### src/sv/clmf_pkg.sv
// Shared constants, codes and types for the content-length message framer.
// No dependencies; imported by every module of the framer.
package clmf_pkg;

    // Command codes on the opcode field
    localparam logic OP_PUSH  = 1'b0;
    localparam logic OP_CLEAR = 1'b1;

    // Characters of interest
    localparam logic [7:0] CH_CR    = 8'h0D;
    localparam logic [7:0] CH_LF    = 8'h0A;
    localparam logic [7:0] CH_TAB   = 8'h09;
    localparam logic [7:0] CH_SPACE = 8'h20;
    localparam logic [7:0] CH_COLON = 8'h3A;
    localparam logic [7:0] CH_PLUS  = 8'h2B;
    localparam logic [7:0] CH_MINUS = 8'h2D;
    localparam logic [7:0] CH_ZERO  = 8'h30;
    localparam logic [7:0] CH_NINE  = 8'h39;

    // Key length and line position ceiling
    localparam logic [4:0] KEY_LEN = 5'd14;
    localparam logic [4:0] POS_MAX = 5'd31;

    localparam int COUNT_BITS = 32;

    // Header status handed from the parser to the body stage
    typedef struct packed {
        logic done_cur;
        logic done_next;
    } t_hdr_status;

    // Text of the "Content-Length" key, one character per index
    function automatic logic [7:0] key_char(input logic [3:0] idx);
        logic [7:0] c;
        case (idx)
            4'd0:    c = 8'h43; // C
            4'd1:    c = 8'h6F; // o
            4'd2:    c = 8'h6E; // n
            4'd3:    c = 8'h74; // t
            4'd4:    c = 8'h65; // e
            4'd5:    c = 8'h6E; // n
            4'd6:    c = 8'h74; // t
            4'd7:    c = 8'h2D; // -
            4'd8:    c = 8'h4C; // L
            4'd9:    c = 8'h65; // e
            4'd10:   c = 8'h6E; // n
            4'd11:   c = 8'h67; // g
            4'd12:   c = 8'h74; // t
            4'd13:   c = 8'h68; // h
            default: c = 8'h00;
        endcase
        return c;
    endfunction

    function automatic logic is_space(input logic [7:0] b);
        return (b == CH_SPACE) || (b >= CH_TAB && b <= CH_CR);
    endfunction

endpackage

### src/sv/clmf_hdr.sv
// Header line parser: line tracking, key match and atoi-style length value.
// Depends on clmf_pkg.
module clmf_hdr import clmf_pkg::*; #(
    parameter int LENGTH_BITS = 32
) (
    input  logic                   i_clk,
    input  logic                   i_rst_n,
    input  logic                   i_accept,
    input  logic                   i_opcode,
    input  logic [7:0]             i_data_byte,
    output t_hdr_status            o_status,
    output logic [LENGTH_BITS-1:0] o_length_next
);

    typedef enum logic [1:0] {
        PH_SKIP = 2'd0,
        PH_NUM  = 2'd1,
        PH_END  = 2'd2
    } t_phase;

    logic                   r_done,    n_done;
    logic [4:0]             r_pos,     n_pos;
    logic                   r_prev_cr, n_prev_cr;
    logic                   r_key_ok,  n_key_ok;
    logic                   r_in_val,  n_in_val;
    t_phase                 r_phase,   n_phase;
    logic                   r_neg,     n_neg;
    logic [LENGTH_BITS-1:0] r_accum,   n_accum;
    logic [LENGTH_BITS-1:0] r_length,  n_length;

    logic [LENGTH_BITS+3:0] times_ten;
    logic [LENGTH_BITS-1:0] accum_sat;
    logic                   is_digit;
    logic [7:0]             digit_val;

    // Multiply by ten with shifts, saturate at all ones
    assign is_digit  = (i_data_byte >= CH_ZERO) && (i_data_byte <= CH_NINE);
    assign digit_val = i_data_byte - CH_ZERO;
    assign times_ten = ({4'b0, r_accum} << 3) + ({4'b0, r_accum} << 1)
                     + (LENGTH_BITS+4)'(digit_val[3:0]);
    assign accum_sat = (times_ten[LENGTH_BITS+3:LENGTH_BITS] != 4'd0)
                     ? {LENGTH_BITS{1'b1}} : times_ten[LENGTH_BITS-1:0];

    always_comb begin
        n_done    = r_done;
        n_pos     = r_pos;
        n_prev_cr = r_prev_cr;
        n_key_ok  = r_key_ok;
        n_in_val  = r_in_val;
        n_phase   = r_phase;
        n_neg     = r_neg;
        n_accum   = r_accum;
        n_length  = r_length;
        if (i_opcode == OP_CLEAR) begin
            n_done    = 1'b0;
            n_pos     = 5'd0;
            n_prev_cr = 1'b0;
            n_key_ok  = 1'b1;
            n_in_val  = 1'b0;
            n_phase   = PH_SKIP;
            n_neg     = 1'b0;
            n_accum   = '0;
            n_length  = '0;
        end else if (!r_done) begin
            if (r_prev_cr && i_data_byte == CH_LF) begin
                // end of line: blank line closes the header
                if (r_pos == 5'd1) begin
                    n_done = 1'b1;
                end else if (r_in_val) begin
                    n_length = r_neg ? '0 : r_accum;
                end
                n_pos     = 5'd0;
                n_prev_cr = 1'b0;
                n_key_ok  = 1'b1;
                n_in_val  = 1'b0;
                n_phase   = PH_SKIP;
                n_neg     = 1'b0;
                n_accum   = '0;
            end else begin
                if (r_in_val) begin
                    if (r_phase == PH_END) begin
                        // number already ended, hold
                    end else if (is_digit) begin
                        n_accum = accum_sat;
                        n_phase = PH_NUM;
                    end else if (r_phase == PH_SKIP && is_space(i_data_byte)) begin
                        // keep skipping leading whitespace
                    end else if (r_phase == PH_SKIP &&
                                 (i_data_byte == CH_PLUS || i_data_byte == CH_MINUS)) begin
                        n_neg   = (i_data_byte == CH_MINUS);
                        n_phase = PH_NUM;
                    end else begin
                        n_phase = PH_END;
                    end
                end else if (r_key_ok) begin
                    if (i_data_byte == CH_COLON) begin
                        n_in_val = (r_pos == KEY_LEN);
                        n_key_ok = 1'b0;
                    end else if (r_pos >= KEY_LEN || i_data_byte != key_char(r_pos[3:0])) begin
                        n_key_ok = 1'b0;
                    end
                end
                n_prev_cr = (i_data_byte == CH_CR);
                if (r_pos < POS_MAX) begin
                    n_pos = r_pos + 5'd1;
                end
            end
        end
    end

    always_ff @(posedge i_clk) begin
        if (!i_rst_n) begin
            r_done    <= 1'b0;
            r_pos     <= 5'd0;
            r_prev_cr <= 1'b0;
            r_key_ok  <= 1'b1;
            r_in_val  <= 1'b0;
            r_phase   <= PH_SKIP;
            r_neg     <= 1'b0;
            r_accum   <= '0;
            r_length  <= '0;
        end else if (i_accept) begin
            r_done    <= n_done;
            r_pos     <= n_pos;
            r_prev_cr <= n_prev_cr;
            r_key_ok  <= n_key_ok;
            r_in_val  <= n_in_val;
            r_phase   <= n_phase;
            r_neg     <= n_neg;
            r_accum   <= n_accum;
            r_length  <= n_length;
        end
    end

    assign o_status.done_cur  = r_done;
    assign o_status.done_next = n_done;
    assign o_length_next      = n_length;

endmodule

### src/sv/clmf_body.sv
// Body stage: body byte pass-through, saturating body counter, ready compare.
// Depends on clmf_pkg.
module clmf_body import clmf_pkg::*; #(
    parameter int LENGTH_BITS = 32
) (
    input  logic                   i_clk,
    input  logic                   i_rst_n,
    input  logic                   i_accept,
    input  logic                   i_opcode,
    input  logic [7:0]             i_data_byte,
    input  t_hdr_status            i_status,
    input  logic [LENGTH_BITS-1:0] i_length_next,
    output logic                   o_body_valid,
    output logic [7:0]             o_body_byte,
    output logic [COUNT_BITS-1:0]  o_count_next,
    output logic                   o_ready_next
);

    localparam int CMP_BITS = (LENGTH_BITS > COUNT_BITS) ? LENGTH_BITS : COUNT_BITS;

    logic [COUNT_BITS-1:0] r_count, n_count;
    logic [CMP_BITS-1:0]   count_ext, length_ext;

    always_comb begin
        n_count      = r_count;
        o_body_valid = 1'b0;
        if (i_opcode == OP_CLEAR) begin
            n_count = '0;
        end else if (i_status.done_cur) begin
            o_body_valid = 1'b1;
            if (r_count != {COUNT_BITS{1'b1}}) begin
                n_count = r_count + COUNT_BITS'(1);
            end
        end
    end

    assign o_body_byte  = o_body_valid ? i_data_byte : 8'd0;
    assign count_ext    = CMP_BITS'(n_count);
    assign length_ext   = CMP_BITS'(i_length_next);
    assign o_ready_next = i_status.done_next && (count_ext >= length_ext);
    assign o_count_next = n_count;

    always_ff @(posedge i_clk) begin
        if (!i_rst_n) begin
            r_count <= '0;
        end else if (i_accept) begin
            r_count <= n_count;
        end
    end

endmodule

### src/sv/content_length_message_framer_core.sv
// A result is registered as its transaction is taken and shows on the outputs the cycle after.
// Throughput: one transaction per cycle; the only hold-off is a stalled, full output register.
// Reset (i_rst_n low, synchronous): header state, length, body count and output valid clear.
// A clear command returns the same state in-band and yields one result with body_valid low.
// Depends on clmf_pkg, clmf_hdr and clmf_body.
module content_length_message_framer_core import clmf_pkg::*; #(
    parameter int LENGTH_BITS = 32
) (
    input  logic        i_clk,
    input  logic        i_rst_n,
    // input channel
    input  logic        i_in_valid,
    output logic        o_in_stall,
    input  logic        i_opcode,
    input  logic [7:0]  i_data_byte,
    // output channel
    output logic        o_out_valid,
    input  logic        i_out_stall,
    output logic        o_body_valid,
    output logic [7:0]  o_body_byte,
    output logic        o_header_done,
    output logic        o_message_ready,
    output logic [31:0] o_content_length,
    output logic [31:0] o_body_count
);

    localparam int EXT_BITS = (LENGTH_BITS > 32) ? LENGTH_BITS : 32;

    logic                   accept;
    t_hdr_status            hdr_status;
    logic [LENGTH_BITS-1:0] length_next;
    logic [EXT_BITS-1:0]    length_ext;
    logic                   body_valid;
    logic [7:0]             body_byte;
    logic [COUNT_BITS-1:0]  count_next;
    logic                   ready_next;

    logic        r_out_valid;
    logic        r_body_valid;
    logic [7:0]  r_body_byte;
    logic        r_header_done;
    logic        r_message_ready;
    logic [31:0] r_content_length;
    logic [31:0] r_body_count;

    // Stall the input only while a result sits in the output register and is held
    assign o_in_stall = r_out_valid && i_out_stall;
    assign accept     = i_in_valid && !o_in_stall;

    // Header parser: all line state advances on each accepted transaction
    clmf_hdr #(
        .LENGTH_BITS (LENGTH_BITS)
    ) u_hdr (
        .i_clk         (i_clk),
        .i_rst_n       (i_rst_n),
        .i_accept      (accept),
        .i_opcode      (i_opcode),
        .i_data_byte   (i_data_byte),
        .o_status      (hdr_status),
        .o_length_next (length_next)
    );

    // Body stage: pass body bytes, count them, compare against the length
    clmf_body #(
        .LENGTH_BITS (LENGTH_BITS)
    ) u_body (
        .i_clk         (i_clk),
        .i_rst_n       (i_rst_n),
        .i_accept      (accept),
        .i_opcode      (i_opcode),
        .i_data_byte   (i_data_byte),
        .i_status      (hdr_status),
        .i_length_next (length_next),
        .o_body_valid  (body_valid),
        .o_body_byte   (body_byte),
        .o_count_next  (count_next),
        .o_ready_next  (ready_next)
    );

    // Report the low 32 bits of the length, zero-extended when narrower
    assign length_ext = EXT_BITS'(length_next);

    // Output register: load on accept, drop valid once the result is taken
    always_ff @(posedge i_clk) begin
        if (!i_rst_n) begin
            r_out_valid <= 1'b0;
        end else if (accept) begin
            r_out_valid <= 1'b1;
        end else if (!i_out_stall) begin
            r_out_valid <= 1'b0;
        end
    end

    // Payload needs no reset; hold while stalled
    always_ff @(posedge i_clk) begin
        if (accept) begin
            r_body_valid     <= body_valid;
            r_body_byte      <= body_byte;
            r_header_done    <= hdr_status.done_next;
            r_message_ready  <= ready_next;
            r_content_length <= length_ext[31:0];
            r_body_count     <= count_next;
        end
    end

    assign o_out_valid      = r_out_valid;
    assign o_body_valid     = r_body_valid;
    assign o_body_byte      = r_body_byte;
    assign o_header_done    = r_header_done;
    assign o_message_ready  = r_message_ready;
    assign o_content_length = r_content_length;
    assign o_body_count     = r_body_count;

endmodule

### config.mk
export PLATFORM = sky130hd
export DESIGN_NAME = content_length_message_framer_core
export DESIGN_NICKNAME = d
export VERILOG_FILES = /design/src/sv/clmf_pkg.sv /design/src/sv/clmf_hdr.sv /design/src/sv/clmf_body.sv /design/src/sv/content_length_message_framer_core.sv
export SDC_FILE = /design/constraint.sdc
export NUM_CORES = 1
export LEC_CHECK = 0
export BUFFER_PORTS_ARGS = -buffer_cell sky130_fd_sc_hd__buf_2
export CAP_MARGIN = 20
export CORE_MARGIN = 2
export CORE_UTILIZATION = 55
export DETAILED_ROUTE_END_ITERATION = 10
export PLACE_DENSITY = 0.77
export REMOVE_ABC_BUFFERS = 1
export SLEW_MARGIN = 20
export SYNTH_ARGS = -nofsm -noshare
export SYNTH_HDL_FRONTEND = slang
export SYNTH_SLANG_ARGS = --single-unit
### constraint.sdc
create_clock -name i_clk -period 4.21 [get_ports i_clk]
set_input_delay 0.2105 -clock i_clk [delete_from_list [all_inputs] [get_ports i_clk]]
set_output_delay 0.2105 -clock i_clk [all_outputs]
set_load 0.02 [all_outputs]
* Word-level counts from Yosys, hierarchy flattened
Memories as Yosys holds them, arrays and structs flattened. A register that Yosys moved wholly into a read port is not among the register bits.
Cells that the tools add are included.
** Word-level totals
- Flip-flop bits (word level) :: 184
- Logic and storage cells :: 140
- Bits of input ports :: 13
- Bits in writable memories :: 0
- Latch bits :: 0
- Memories :: 1
- Memory bits (read-only) :: 112
** Cells by class
- Bitwise operators :: 0
- Add/sub/neg operators :: 5
- Reductions and logical operators :: 24
- Magnitude comparators :: 7
- Mux-type cells :: 68
- Equality and inequality tests :: 18
- Div/mod/pow operators :: 0
- $mul :: 0
- Shift-type cells :: 0
** Memories
- (no name shown) :: depth 16, bits a word 7, rd ports 1, clocked after memory_dff 1, write ports 0, RTL line clmf_pkg.sv:35 : case (idx)
** Operators with widths (number)
- $mux 32 :: 16
- $mux 8 :: 6
- $add 35x33->36 :: 1
- $add 36x4->36 :: 1
- $add 32x1->32 const B :: 1
- $eq 8x6->1 const B :: 4
- $ge 32x32->1 :: 1
- $mux 1 :: 32
- $ne 32x32->1 const B :: 1
- $mux 5 :: 4
- $eq 8x4->1 const B :: 2
- $mux 2 :: 8
- $reduce_bool 3->1 :: 4
- $reduce_and 5->1 :: 2
- $ge 8x4->1 const B :: 1
- $ge 8x6->1 const B :: 1
- $le 8x4->1 const B :: 1
- $le 8x6->1 const B :: 1
- $logic_and 1x1->1 :: 8
- $mux 4 :: 2
- $ne 8x8->1 :: 1
- $reduce_and 7->1 :: 1
- $ne 3x2->1 const B :: 2
- $ne 3x3->1 const B :: 2
- 16 further kinds :: 19

* Logic depth before layout (Yosys ltp)
Gate-level depths: netlist (run 1).
- Word-level depth :: 16
- Mapped depth :: 18
- Mapped depth without buffers :: 16

* Hierarchy
Synthesis (run 1) repeated with hierarchy kept, for this count alone.
** Second synthesis, totals
- Cell total of the unflattened synthesis :: 1414
- Area total of the unflattened synthesis :: 12892.4 um^2
** By module, submodules not included
- clmf_hdr :: cells each 829, area an instance 6937.9 um^2, times used 1
- clmf_body :: cells each 506, area an instance 3659.8 um^2, times used 1
- content_length_message_framer_core :: cells each 79, area an instance 2294.7 um^2, times used 1

* Worst setup path before layout (run 1)
No wires, ideal clock.
- Kind :: register to register
- Start point :: register r_out_valid (netlist: o_out_valid)
- End point :: register u_body.r_count[4]
- Cell stages (with the launch flop) :: 7
- Data required time :: 4094 ps
- Slack :: 525 ps
- Period minus slack after synthesis :: 3685 ps
- Path buffers :: 2
- Arrival time :: 3569 ps
- Cells stage by stage :: dfxtp_1 -> a21bo_2 -> inv_1 -> buf_4 -> clkbuf_1 -> a21boi_0 -> o21a_1
** Between the ends
- Longest elaborated chain between the ends :: 3
** Ends and longest elaborated chain
- start, declared :: RTL line content_length_message_framer_core.sv:38 : logic r_out_valid;
- start signal, assigned :: RTL line content_length_message_framer_core.sv:86 : r_out_valid <= 1'b0;
- start signal, assigned :: RTL line content_length_message_framer_core.sv:88 : r_out_valid <= 1'b1;
- start signal, assigned :: RTL line content_length_message_framer_core.sv:90 : r_out_valid <= 1'b0;
- $logic_and 1x1->1 :: RTL line content_length_message_framer_core.sv:47 : assign o_in_stall = r_out_valid && i_out_stall;
- $logic_not 1->1 :: RTL line content_length_message_framer_core.sv:48 : assign accept = i_in_valid && !o_in_stall;
- $logic_and 1x1->1 :: RTL line content_length_message_framer_core.sv:48
- net accept :: RTL line content_length_message_framer_core.sv:29 : logic accept;
- end signal, assigned :: RTL line clmf_body.sv:47 : r_count <= n_count;
- end, declared :: RTL line clmf_body.sv:21 : logic [COUNT_BITS-1:0] r_count, n_count;
The timed path passes the listed nets, and every way through them passes these cells.
A chain may end at the register's enable or synchronous reset.

* Worst setup path after layout (run 1)
- Start point :: register u_body.r_count[22]
- End point :: register r_message_ready (netlist: o_message_ready), data pin
** Between the ends
- Longest elaborated chain between the ends :: 6
- Elaborated cells on any way between the ends :: 7
- Those cells by class :: 1 x add/sub; 1 x order compare; 1 x eq/ne; 3 x mux; 1 x reduce/logical
** Ends and longest elaborated chain
- $add 32x1->32 / $ne 32x32->1 (equally long branches) :: RTL line clmf_body.sv:32, clmf_body.sv:31
- $mux 32 :: RTL line clmf_body.sv:31 : if (r_count != {COUNT_BITS{1'b1}}) begin
- $mux 32 * :: RTL line clmf_body.sv:29 : end else if (i_status.done_cur) begin
- $mux 32 * :: RTL line clmf_body.sv:27 : if (i_opcode == OP_CLEAR) begin
- $ge 32x32->1 * :: RTL line clmf_body.sv:40 : assign o_ready_next = i_status.done_next && (count_ext >= length_ext);
- $logic_and 1x1->1 * :: RTL line clmf_body.sv:40
- net ready_next :: RTL line content_length_message_framer_core.sv:36 : logic ready_next;
- end signal, assigned :: RTL line content_length_message_framer_core.sv:100 : r_message_ready <= ready_next;
- end, declared :: RTL line content_length_message_framer_core.sv:42 : logic r_message_ready;
The timed path passes the listed nets; every way through them passes the cells marked *.

==> impl_metrics.py, run 1 <==
metrics = {
    "cts": {
        "clkLatencyLatePin_ps": 450,
        "clockBufferDepth": 2,
        "cts_tree": "built",
        "clock_sinks": 191,
        "postCtsSetupBuffers": 0,
        "cts-buffers-inserted": 17,
        "clk_pin_slew_ps": 80,
        "root_buffer": "clkbuf_16",
        "htreeDepth": 4,
    },
    "outcome": {
        "status": "completed",
    },
    "yosys": {
        "yosys_register_bits": 191,
        "async_flop_share": 0,
        "syn_area_per_cell_um2": 9.39,
        "synth_top_area_frac": 0.191,
        "synthFlopType": "dfxtp_1",
        "synth_edf_count": 75,
        "netlist_area_um2": 12100,
        "synthCells": 1292,
        "yosysSeqAreaShare": 0.377,
        "synth_area_leaders": "dfxtp_1 19%, edfxtp_1 19%, ha_1 11%",
        "yosys.area.top_type": "dfxtp_1",
        "synth_cell_types": 83,
        "synth_warnings": 0,
    },
    "grt": {
        "track_usage": 0.247,
        "grt_pass1_wl_mm": 47.6,
        "overflow": 0,
        "grt_pass1_vias": 9589,
        "grt_max_degree": 93,
        "antenna_found_initial": 0,
    },
    "drt": {
        "wl_per_cell_um": 17.7,
        "via_count": 9990,
        "post-route-drc-count": 0,
        "finalWirelength_mm": 29.1,
        "drt-pass1-iter-count": 6,
        "viasPerCell": 6.07,
        "ant_nets": 0,
        "initialDrtViolationCount": 665,
    },
    "setup_path": {
        "path_max_fanout": 7,
        "path_cells": "and4_2 -> nand3_1 -> or3_1 -> o31ai_1 -> buf_4 -> xor2_1 -> or2_2 -> ha_1 -> nand2b_1 -> a21o_1 -> a21o_1 -> a21oi_1 -> o211ai_1 -> o2111ai_1 -> a31o_2 -> a21boi_0",
        "critPathRequiredTime_ps": 4390,
        "slowest_delay_ps": 460,
        "cpMostUsedCell": "a21o_1",
        "endpoint_kind": "flip-flop",
        "worstSetupPathType": "flip-flop to flip-flop",
        "arrival_ps": 4160,
        "r2r_cells": 16,
        "cp-start-kind": "flip-flop",
        "cp_slowest_cell": "or3_1",
    },
    "placement": {
        "dp_hpwl_mm": 20.6,
        "placed_area_um2": 12800,
        "post-place-ws_ps": 29.7,
        "placed_cells": 1612,
        "gp_congestion": 0.901,
        "port_buffers": 89,
    },
    "final_layout": {
        "drive_gt1_frac": 0.180,
        "n_antenna_cell": 0,
        "layout_commonest_cell": "dfxtp_1",
        "area_delta_synth_final_pct": 10.8,
        "stdcell_count": 1645,
        "fin_area_um2": 13400,
        "mostFrequentLayoutCells": "115 x dfxtp_1, 105 x ha_1, 89 x a21oi_1, 89 x buf_2, 85 x nand2_1",
        "nets": 1472,
    },
    "timing": {
        "slew_violations": 0,
        "post-route-period-util": 0.944,
        "setup_viol": 0,
        "relSlewSlack": 0.324,
        "setup_ws_ps": 236,
        "finalClockSkew_ps": 15.3,
        "worstMarginPinSlew_ps": 1010,
        "fmax_ghz": 0.252,
        "fin_crit_ps": 3970,
        "final-hold-violation-count": 0,
    },
    "floorplanning": {
        "pin_count": 90,
        "die_h_um": 153,
        "initial_utilization": 0.558,
        "die-width_um": 153,
        "die-area_um2": 23300,
        "core-area_um2": 21800,
        "rows": 54,
    },
    "pwr": {
        "p_leak_nw": 5.68,
        "power_density_nw_per_um2": 290,
        "ir_drop_mv": 0.274,
    },
    "min_path": {
        "min-delay-path-class": "input pin to flip-flop",
        "holdPathStages": 3,
    },
    "flow_run": {
        "maxCapViolCount": 0,
    },
}
## critical path, delay by kind of cell (launching register included)
| kind | cells | cell delay, ps |
|---|---|---|
| adders and majority gates | 1 | 270 |
| AOI/OAI and AO/OA | 8 | 1340 |
| buffers and inverters | 1 | 180 |
| xor gates and xnor gates | 1 | 60 |
| DFF | 1 | 440 |
| and+or+nand+nor | 5 | 1420 |
## Yosys cell counts, types with 6 or more instances
cell type	count
dfxtp_1	116
ha_1	105
a21oi_1	89
nand2_1	85
edfxtp_1	75
nor2_1	69
o21ai_0	66
inv_1	51
clkbuf_1	50
and2_1	49
xnor2_1	36
a221o_1	32
nand3_1	32
o21ai_1	29
xor2_1	29
nor3b_2	27
or2_4	27
a21o_1	24
nor2b_1	23
nor3_1	23
nand4_1	21
a21boi_0	20
or3_1	16
a31oi_1	14
a22oi_1	9
and3_1	9
nor3b_1	9
o211ai_1	9
buf_2	8
buf_4	7
nand2b_1	7
or2_2	7
a211o_1	6
and3_2	6
o21a_1	6
o31ai_1	6
## path summary, 6_finish.rpt
| check | from | end | slack (ps) |
|---|---|---|---|
| max | u_body.r_count[22] | o_message_ready | 240 |
| min | i_out_stall | o_out_valid | 100 |
| max reg2reg | u_body.r_count[22] | o_message_ready | 240 |
| min reg2reg | u_hdr.r_key_ok | u_hdr.r_key_ok | 490 |
## area by class of cell
class / count / area, um^2
Sequential cell: 191 / 4580
Inverter: 51 / 193
Clock buffer: 17 / 425
Timing Repair Buffer: 116 / 663
Tap cell: 280 / 350
Clock inverter: 15 / 206
Multi-Input combinational cell: 975 / 7030
Fill cell: 1815 / 8310
## logic make-up after synthesis
| logic type | after synthesis | synth area share |
|---|---|---|
| xor gates and xnor gates | 65 | 0.0469 |
| and+or+nand+nor | 445 | 0.221 |
| AOI/OAI and AO/OA | 352 | 0.192 |
| muxes | 6 | 0.00526 |
| buffers and inverters | 126 | 0.0459 |
| DFF | 191 | 0.377 |
| adders and majority gates | 107 | 0.112 |
## stage by stage
stage	hold slack, ps	setup TNS [ps]	power (mW)	utilization
after floorplan	328	-4550	2.14	-
final	105	0	3.90	0.618
after global routing	122	-8.74	4.03	0.618
after CTS	104	0	3.93	0.617
after detailed placement	437	0	2.25	0.588
after global placement	427	0	2.24	0.588
## power by group
group	switching, mW	internal, mW	leakage (nW)
sequential	0.0120	1.96	1.69
combinational	0.176	0.0646	3.69
clock	0.826	0.867	0.301
total	1.01	2.89	5.68
## sequential cells by signal, summed over array words and instances, names as in the netlist, 2 cells and up, named ones only
name	flops
o_body_byte	8
o_body_count	32
o_content_length	32
u_body.r_count	32
u_hdr.r_accum	32
u_hdr.r_length	32
u_hdr.r_phase	2
u_hdr.r_pos	5
## layer usage
metal / GRT usage / vias to the layer above / share of wire
met4: 0.0825 / 0 / 0.027
met2: 0.412 / 312 / 0.48
met3: 0.0350 / 61 / 0.045
met1: 0.331 / 4776 / 0.45
met5: 0 / - / 0
li1: - / 4841 / -
## timing repair
item	CTS	global route
resized for setup	0	3
endpoints found under the setup margin	0	1
hold buffers	1	0
hold endpoints to repair	1	0
Note: power is estimated with default switching activity, not from simulation.
==> run 2: changes to the inputs <==
Settings changed: CORE_ASPECT_RATIO from default to 1.2, CTS_BUF_LIST from default to sky130_fd_sc_hd__clkbuf_4.
==> run 2 against run 1 <==
  * Clock skew up 21 ps
  * Clock power down 41%
  * Fmax up 0.79%
  * Global-route usage shrank 0.66 points
  * Core utilization shrank 1.2 points
  * Critical path type is now input pin to flip-flop
  * Critical endpoint unchanged
  * Largest power group unchanged
==> impl_metrics.py, run 2 (same netlist as run 1, synthesis figures left out) <==
metrics = {
    "setup_path": {
        "crit_start": "i_data_byte[5]",
        "path_cells": "dlygate4sd3_1 -> buf_2 -> nor4_4 -> nand4_1 -> or4b_2 -> buf_12 -> nor3b_2 -> a21oi_1 -> or2_4 -> ha_1 -> and4_1 -> o21ai_0 -> nor2_1 -> o2111ai_1 -> a31o_2 -> a21boi_0",
        "critPathRequiredTime_ps": 4660,
        "endpoint_kind": "flip-flop",
        "reg2reg_slack_ps": 280,
        "r2r_cells": 16,
        "arrival_ps": 4390,
        "slowest_delay_ps": 720,
        "reg2reg_from": "u_body.r_count[27]",
        "path_max_fanout": 62,
        "critical_path.top_delay_family": "simple AND/OR/NAND/NOR gates",
        "cp-start-kind": "input pin",
        "rr_endpoint": "o_message_ready",
        "path_buf_inv": 3,
        "crit_cells": 16,
        "cp_slowest_cell": "or4b_2",
        "worstSetupPathType": "input pin to flip-flop",
        "cp-endpoint": "o_message_ready",
    },
    "placement": {
        "port_buffers": 89,
        "post-place-ws_ps": 213,
        "dp_hpwl_mm": 20.4,
        "gp_congestion": 0.913,
        "placed_cells": 1606,
    },
    "cts": {
        "clock_sinks": 191,
        "cts-buffers-inserted": 17,
        "postCtsSetupBuffers": 0,
        "clockBufferDepth": 2,
        "cts_tree": "built",
        "clk_pin_slew_ps": 170,
        "root_buffer": "clkbuf_4",
        "htreeDepth": 4,
        "clkLatencyLatePin_ps": 610,
    },
    "drt": {
        "post-route-drc-count": 0,
        "ant_nets": 0,
        "initialDrtViolationCount": 627,
        "finalWirelength_mm": 28.0,
        "viasPerCell": 6.01,
        "drt-pass1-iter-count": 7,
        "via_count": 9898,
        "wl_per_cell_um": 17.0,
    },
    "grt": {
        "grt_max_degree": 87,
        "antenna_found_initial": 1,
        "grt_pass1_wl_mm": 46.1,
        "grt_pass1_vias": 9407,
        "overflow": 0,
        "track_usage": 0.240,
    },
    "timing": {
        "final-hold-violation-count": 0,
        "rsz0062_at_grt": "no",
        "setup_ws_ps": 267,
        "slew_violations": 0,
        "setup_viol": 0,
        "finalClockSkew_ps": 36.8,
        "worstMarginPinSlew_ps": 977,
        "fin_crit_ps": 3940,
        "post-route-period-util": 0.936,
        "fmax_ghz": 0.254,
        "relSlewSlack": 0.349,
    },
    "final_layout": {
        "drive_gt1_frac": 0.180,
        "nets": 1477,
        "area_delta_synth_final_pct": 8.35,
        "nFillCells": 1893,
        "stdcell_count": 1646,
        "layout_commonest_cell": "dfxtp_1",
        "mostFrequentLayoutCells": "114 x dfxtp_1, 105 x ha_1, 89 x a21oi_1, 89 x buf_2, 85 x nand2_1",
        "regArea_um2": 4580,
        "multi_input_area_um2": 7020,
    },
    "pwr": {
        "p_total_mw": 3.21,
        "p_leak_nw": 5.56,
        "ir_drop_mv": 0.173,
        "power_density_nw_per_um2": 244,
    },
    "floorplanning": {
        "pin_count": 90,
        "die_h_um": 167,
        "rows": 59,
        "die-area_um2": 23300,
        "initial_utilization": 0.559,
        "die-width_um": 140,
        "core-area_um2": 21700,
    },
    "outcome": {
        "status": "completed",
    },
    "min_path": {
        "holdPathStages": 3,
        "min-delay-path-class": "input pin to flip-flop",
    },
    "flow_run": {
        "maxCapViolCount": 0,
    },
}
## run 2: changes by cell type in the layout (fill, tap and decap cells not counted), sizes merged
cell / change
diode: +2
bufinv: -1
dlygate4sd3: +5
clkinvlp: +1
clkbuf: +1
clkinv: -1
## run 2: report_power, final
group / total [mW] / internal (mW) / switching, mW / leakage [nW]
Sequential: 1.97 / 1.96 / 0.0118 / 1.69
Clock: 0.991 / 0.274 / 0.717 / 0.151
Combinational: 0.246 / 0.0698 / 0.176 / 3.72
## run 2: cell type report
| type | count | share of cell area |
|---|---|---|
| Clock buffer | 18 | 0.0103 |
| Clock inverter | 14 | 0.0113 |
| Sequential cell | 191 | 0.348 |
| Timing Repair Buffer | 121 | 0.0552 |
| Antenna cell | 2 | 0.000381 |
| Inverter | 51 | 0.0147 |
| Tap cell | 274 | 0.0261 |
| Multi-Input combinational cell | 975 | 0.534 |
## run 2: how the worst min path moves through the flow
stage / start / endpoint / slack, ps
floorplan: i_rst_n / u_body.r_count[30] / 330
global placement: i_in_valid / o_out_valid / 430
detailed placement: i_in_valid / o_out_valid / 450
CTS: i_data_byte[0] / u_hdr.r_accum[0] / 20
global route: i_data_byte[0] / u_hdr.r_accum[0] / 20
finish: i_data_byte[0] / u_hdr.r_accum[0] / 50
## run 2: metal layers
layer / vias to the layer above / track usage / wire length, um
met5: - / 0 / 0
met4: 0 / 0.0978 / 844
met3: 60 / 0.0328 / 1190
met2: 250 / 0.420 / 14100
met1: 4721 / 0.298 / 11900
li1: 4867 / - / -
## run 2: through the flow
stage	hold slack (ps)	TNS (ps)	utilization	cell area, um^2
6_report	53.6	0	0.606	13200
5_1_grt	21.7	0	0.606	13200
4_1_cts	22.1	0	0.605	13100
3_5_place_dp	446	0	0.590	12800
3_3_place_gp	427	0	0.590	12800
2_1_floorplan	328	-4550	-	11800
## run 2: worst register-to-register path, delay by kind of cell (launching register included)
family                   cells  cell delay [ps]
AND/OR/NAND/NOR              5             1420
AO/OA/AOI/OAI                8             1290
flip-flops                   1              480
adder cells (fa/ha/maj)      1              270
buffers and inverters        1              180
XOR/XNOR                     1               60
## run 2: timing repair
item	4_1_cts	5_1_grt
gates resized for setup	0	2
endpoints found under the setup margin	0	1
hold buffers	6	0
hold endpoints to repair	7	0
